**src/rtl/core/dpst_pkg.sv**
```systemverilog
// Shared constants, codes and controller/datapath handshake structs for the spanning tree core.
package dpst_pkg;

  localparam int VERTEX_BITS = 7;
  localparam int TOTAL_BITS  = 30;

  localparam logic [VERTEX_BITS-1:0] VCOUNT_RESET = 7'd64;

  localparam logic signed [TOTAL_BITS-1:0] TOTAL_MAX = {1'b0, {(TOTAL_BITS-1){1'b1}}};
  localparam logic signed [TOTAL_BITS-1:0] TOTAL_MIN = {1'b1, {(TOTAL_BITS-1){1'b0}}};

  // Request operation codes.
  localparam logic OP_ADD_EDGE = 1'b0;
  localparam logic OP_RUN      = 1'b1;

  // Result status codes.
  localparam logic [1:0] STATUS_TREE   = 2'd0;
  localparam logic [1:0] STATUS_DISC   = 2'd1;
  localparam logic [1:0] STATUS_SINGLE = 2'd2;

  typedef struct packed {
    logic item_ready;
    logic load_item;
    logic edge_rd;
    logic edge_wr1;
    logic edge_wr2;
    logic run_init;
    logic pass_step;
    logic emit_edge;
    logic emit_disc;
    logic emit_single;
    logic clear_step;
  } cmd_t;

  typedef struct packed {
    logic item_valid;
    logic item_run;
    logic edge_ok;
    logic need_write;
    logic n_one;
    logic pass_done;
    logic found;
    logic last_edge;
    logic out_free;
    logic clear_done;
  } sts_t;

endpackage

```
**src/rtl/core/dpst_ctrl.sv**
```systemverilog
// Sequencing state machine for edge loads, Prim passes, result emission and matrix clearing.
module dpst_ctrl (
  input  logic          clk,
  input  logic          rst,
  input  dpst_pkg::sts_t sts,
  output dpst_pkg::cmd_t cmd
);
  import dpst_pkg::*;

  localparam logic [3:0] S_IDLE      = 4'd0;
  localparam logic [3:0] S_EDGE_RD   = 4'd1;
  localparam logic [3:0] S_EDGE_CMP  = 4'd2;
  localparam logic [3:0] S_EDGE_WR2  = 4'd3;
  localparam logic [3:0] S_RUN_INIT  = 4'd4;
  localparam logic [3:0] S_PASS      = 4'd5;
  localparam logic [3:0] S_PICK      = 4'd6;
  localparam logic [3:0] S_EMIT_DISC = 4'd7;
  localparam logic [3:0] S_EMIT_ONE  = 4'd8;
  localparam logic [3:0] S_CLEAR     = 4'd9;

  logic [3:0] state;
  logic [3:0] state_next;

  always_ff @(posedge clk) begin
    if (rst) begin
      // The matrix is swept clear right after reset.
      state <= S_CLEAR;
    end else begin
      state <= state_next;
    end
  end

  always_comb begin
    cmd        = '0;
    state_next = state;
    case (state)
      S_IDLE: begin
        cmd.item_ready = 1'b1;
        if (sts.item_valid) begin
          cmd.load_item = 1'b1;
          state_next    = sts.item_run ? S_RUN_INIT : S_EDGE_RD;
        end
      end
      S_EDGE_RD: begin
        if (sts.edge_ok) begin
          cmd.edge_rd = 1'b1;
          state_next  = S_EDGE_CMP;
        end else begin
          state_next = S_IDLE;
        end
      end
      S_EDGE_CMP: begin
        if (sts.need_write) begin
          cmd.edge_wr1 = 1'b1;
          state_next   = S_EDGE_WR2;
        end else begin
          state_next = S_IDLE;
        end
      end
      S_EDGE_WR2: begin
        cmd.edge_wr2 = 1'b1;
        state_next   = S_IDLE;
      end
      S_RUN_INIT: begin
        cmd.run_init = 1'b1;
        state_next   = sts.n_one ? S_EMIT_ONE : S_PASS;
      end
      S_PASS: begin
        cmd.pass_step = 1'b1;
        if (sts.pass_done) begin
          state_next = S_PICK;
        end
      end
      S_PICK: begin
        if (!sts.found) begin
          state_next = S_EMIT_DISC;
        end else if (sts.out_free) begin
          cmd.emit_edge = 1'b1;
          state_next    = sts.last_edge ? S_CLEAR : S_PASS;
        end
      end
      S_EMIT_DISC: begin
        if (sts.out_free) begin
          cmd.emit_disc = 1'b1;
          state_next    = S_CLEAR;
        end
      end
      S_EMIT_ONE: begin
        if (sts.out_free) begin
          cmd.emit_single = 1'b1;
          state_next      = S_CLEAR;
        end
      end
      S_CLEAR: begin
        cmd.clear_step = 1'b1;
        if (sts.clear_done) begin
          state_next = S_IDLE;
        end
      end
      default: begin
        state_next = S_IDLE;
      end
    endcase
  end

endmodule

```
**config.mk**
```make
export PLATFORM = sky130hd
export DESIGN_NAME = dpst_ctrl
export DESIGN_NICKNAME = d
export VERILOG_FILES = /design/src/rtl/core/dpst_pkg.sv /design/src/rtl/core/dpst_ctrl.sv
export SDC_FILE = /design/constraint.sdc
export NUM_CORES = 1
export LEC_CHECK = 0
export BUFFER_PORTS_ARGS = -buffer_cell sky130_fd_sc_hd__buf_4
export CAP_MARGIN = 20
export CORE_AREA = 5 5 42 44
export DETAILED_ROUTE_END_ITERATION = 7
export DIE_AREA = 0 0 47 49
export PLACE_DENSITY = 0.75
export SETUP_SLACK_MARGIN = 0.5
export SYNTH_ARGS = -nofsm -noshare
export SYNTH_HDL_FRONTEND = slang
export SYNTH_SLANG_ARGS = --single-unit
```
**constraint.sdc**
```tcl
create_clock -name clk -period 1.8 [get_ports clk]
set_clock_uncertainty 0.05 [all_clocks]
set_input_delay 0.54 -clock clk [delete_from_list [all_inputs] [get_ports clk]]
set_output_delay 0.54 -clock clk [all_outputs]
set_load 0.005 [all_outputs]
```
# Word-level counts from Yosys, hierarchy flattened
# Index checks and enable logic that the tools add are counted.
dict set report classes {
  n_eq_ne 14
  muxes 27
  reduce_logical 3
}
# op count
set ops {}
lappend ops {{$mux W4} 8}
lappend ops {{$pmux W4 S8} 1}
lappend ops {{$eq A4 B3 Y1 const B} 4}
lappend ops {{$mux W1} 14}
lappend ops {{$eq A4 B2 Y1 const B} 2}
lappend ops {{$eq A4 B4 Y1 const B} 2}
lappend ops {{$mux W2} 3}
lappend ops {{$ne A2 B2 Y1 const B} 3}
lappend ops {{$reduce_and A5 Y1} 1}
lappend ops {{$eq A4 B1 Y1 const B} 1}
lappend ops {{$logic_not A4 Y1} 1}
lappend ops {{$mux W3} 1}
lappend ops {{$ne A3 B3 Y1 const B} 1}
lappend ops {{$ne A2 B1 Y1 const B} 1}
lappend ops {{$reduce_or A2 Y1} 1}
dict set report word_totals {
  reg_bits 4
  input_bits 12
  output_inout_bits 11
  wordCells 45
}

# Logic depth before layout (Yosys ltp)
dict set report logic_depth {
  ltp_word 4
  depth_mapped 7
  ltp_nobuf 5
}

# Least setup slack after synthesis
# No wires, ideal clock.
dict set report synth_path {
  path_kind {reg-to-output}
  start {reg state[0]}
  end {out cmd[9] in the netlist's numbering}
  arrival_time_ps 1115
  t_required_ps 1210
  path_slack_ps 95
  path_stages_with_launch 5
  n_path_buf 2
  path_cell_list {dfxtp_1 -> clkbuf_4 -> buf_2 -> nor4_1 -> and2_1}
}
# item line_no
set synth_rtl {}
lappend synth_rtl {{from (decl)} dpst_ctrl.sv:21} ;# logic [3:0] state;
lappend synth_rtl {{from (signal assigned)} dpst_ctrl.sv:29} ;# state <= state_next;
lappend synth_rtl {{to (decl)} dpst_ctrl.sv:6} ;# output dpst_pkg::cmd_t cmd

==> flow_summary.toml <==
[floorplanning]
core_area_um2 = 1401
chipHeight_um = 49
top_level_ports = 23
dieWidth_um = 47
dieArea_um2 = 2303
start_util_pct = 36.25
rows = 14

[placement]
dp.cells = 104
hpwl_um = 1094
port_buffers = 22
gp_congestion = 0.8582

[synth]
ys_warn_count = 0
yosysSeqAreaShare_pct = 15.76
netlist.area_leader.share_pct = 15.76
syn_area_per_cell_um2 = 7.582
synth_area_leaders = "dfxtp_1, nor2_1, buf_6"
synth_cell_types = 34
netlist_area_um2 = 508.0
syn-num-nets = 79
synth_top_cell_by_area = "dfxtp_1"
syn_inst = 67
synth_seq_cells = 4

[cts]
clk_pin_slew_worst_paths_ns = 0.04
cts_tree = "built"
htree_levels = 1
clkSinkCount = 4
numCtsBuffers = 3
ctsHoldBuffers = 0
clock_latency_ns = 0.23
clock_path_buffers = 2
ctsRootBufferMaster = "clkbuf_4"

[sta]
slew_headroom_pct = 77.75
finalSetupViolCount = 0
drv_slew = 0
period_needed_ns = 1.790
fmax_mhz = 558.7
worst_pin_slew_ns = 0.3310
setup_tns_ns = 0
grt_setup_unrepaired = "yes"
finalHoldViolCount = 0
fin_crit_sh_pct = 99.45

[grt]
met3_usage_pct = 2.952
track_usage_pct = 18.35
gr-total-overflow = 0
grt_use_met2_pct = 30.32
met1_usage_pct = 21.44
grt_pass1_wl_um = 3146
busiest_layer = "met2"
grt_pass1_vias = 740
grt_max_degree = 10
antenna_found_initial = 0

[pwr]
powerDensity_nw_per_um2 = 1179
p_total_w = 0.001208
power.leakage_nw = 0.4402
peakVddDrop_v = 0.0006883

[routing]
drt_first_pass_iters = 4
wirelength_um = 1939
drt_iter0_drc = 10
via_per_inst = 5.279
wl_per_cell_um = 15.03
ant_nets = 0
drc = 0
vias = 681

[final_layout]
drive_above_1_share_pct = 68.14
synthToLayoutAreaGrowth_pct = 101.7
largest_reg_flops = 4
stdcell_count = 129
reg.largest.list = "state x4"
nNetsFinal = 127
n_antenna_cell = 0
largest_register = "state"

[hold_path]
hold_path_class = "in2reg"

[setup_path]
worst-path-max-fanout = 7
worstPathArrival_ns = 1.20
required_ns = 1.21
cp-end-kind = "output pin"
crit_type = "reg2out"
start_kind = "register"

[job]
drv_cap = 0

[outcome]
run_status = "finished clean"
-- synth_stat cells --
| cell | n |
|---|---|
| a21oi_1 | 3 |
| o22a_1 | 1 |
| nor2b_1 | 2 |
| o31ai_1 | 1 |
| o32a_1 | 2 |
| nor2b_4 | 1 |
| o221ai_4 | 1 |
| and2b_2 | 1 |
| clkbuf_4 | 1 |
| or2_1 | 1 |
| and3b_1 | 1 |
| nand2_2 | 1 |
| a32oi_2 | 1 |
| nand3_1 | 1 |
| nor2_1 | 11 |
| nand2_1 | 3 |
| buf_2 | 2 |
| mux2i_1 | 2 |
| o22ai_1 | 1 |
| nand2b_1 | 2 |
| buf_6 | 3 |
| and2_2 | 1 |
| o21ai_2 | 1 |
| nand3b_1 | 2 |
| o21ai_0 | 3 |
| nor3_1 | 3 |
| nor4_1 | 2 |
| and3_1 | 3 |
| and2b_1 | 1 |
| o21ai_1 | 1 |
| o32ai_1 | 1 |
| inv_1 | 1 |
| and2_1 | 2 |
| dfxtp_1 | 4 |
-- logic make-up after synthesis --
| group | count (synthesis) | synth area share [%] |
|---|---|---|
| flip-flops | 4 | 15.76 |
| multiplexers | 2 | 3.941 |
| AND/OR/NAND/NOR | 38 | 42.36 |
| buffers and inverters | 7 | 10.84 |
| AO/OA/AOI/OAI | 16 | 27.10 |
-- critical path: stages, from the launching register on --
cell	delay [ns]
dfxtp_4	0.34
buf_6	0.13
and2b_2	0.22
and3_4	0.17
buf_6	0.11
-- where the power goes --
group	leakage [nW]	switching [W]	internal (W)
logic	0.392	0.000392	0.000522
registers	0.0349	0.0000557	0.000131
clock network	0.0138	0.0000329	0.0000744
total	0.440	0.000481	0.000727
-- through the flow --
stage | worst slack [ns] | area (µm²) | hold slack, ns | util (%)
final | 0.009990 | 1025 | 0.4652 | 73.13
after CTS | 0.006548 | 953.4 | 0.4460 | 68.04
after global placement | 0.1332 | 719.4 | 0.6021 | 51.34
after detailed placement | 0.07326 | 719.4 | 0.6208 | 51.34
after global routing | -0.04271 | 1025 | 0.4564 | 73.13
after floorplan | 0.2802 | 570.5 | 0.5550 | -
-- per-layer routing --
metal	routed length [µm]	share of wire (%)	vias up
met5	0	0	-
met4	16	0.83	0
met3	84	4.3	3
met2	1055	54	22
met1	782	40	323
li1	-	-	333
-- placed cells by master, fill, tap and decap left out, drive strengths merged --
master	netlist	routed
buf	5	49
nand3b	2	2
o32ai	1	1
and2b	2	2
nor2	11	11
o21ai	5	5
nor2b	3	3
nand2	4	4
nand3	1	1
o22ai	1	1
o22a	1	1
and3	3	3
nor3	3	3
clkbuf	1	3
nand2b	2	2
mux2i	2	2
and2	3	3
nor4	2	2
o32a	2	2
a32oi	1	1
o31ai	1	1
a21oi	3	3
inv	1	1
or2	1	1
o221ai	1	1
and3b	1	1
dfxtp	4	4
-- worst paths after layout --
| kind | startpoint | endpoint | slack [ns] | cells past startpoint |
|---|---|---|---|---|
| worst max register to register | state[2] | state[2] | 0.23 | 7 |
| worst max-delay path | state[0] | cmd[8] | 0.01 | 4 |
| worst min-delay path | rst | state[2] | 0.47 | 2 |
| worst min register to register | state[1] | state[1] | 0.69 | 3 |
-- timing repair --
item / CTS / global route
resized for setup: 24 / 10
pin swaps: 15 / 10
setup buffers: 17 / 5
gates cloned: 0 / 0
setup endpoints to repair: 15 / 15
-- cell type report --
type	instances	area (µm²)
fillers	97	376.6
flip-flops and latches	4	95.09
repair buffers	49	425.4
multi-input cells	56	457.9
inverters	1	3.754
clock buffers	3	22.52
well taps	16	20.02
(Power assumes the default switching activity.)
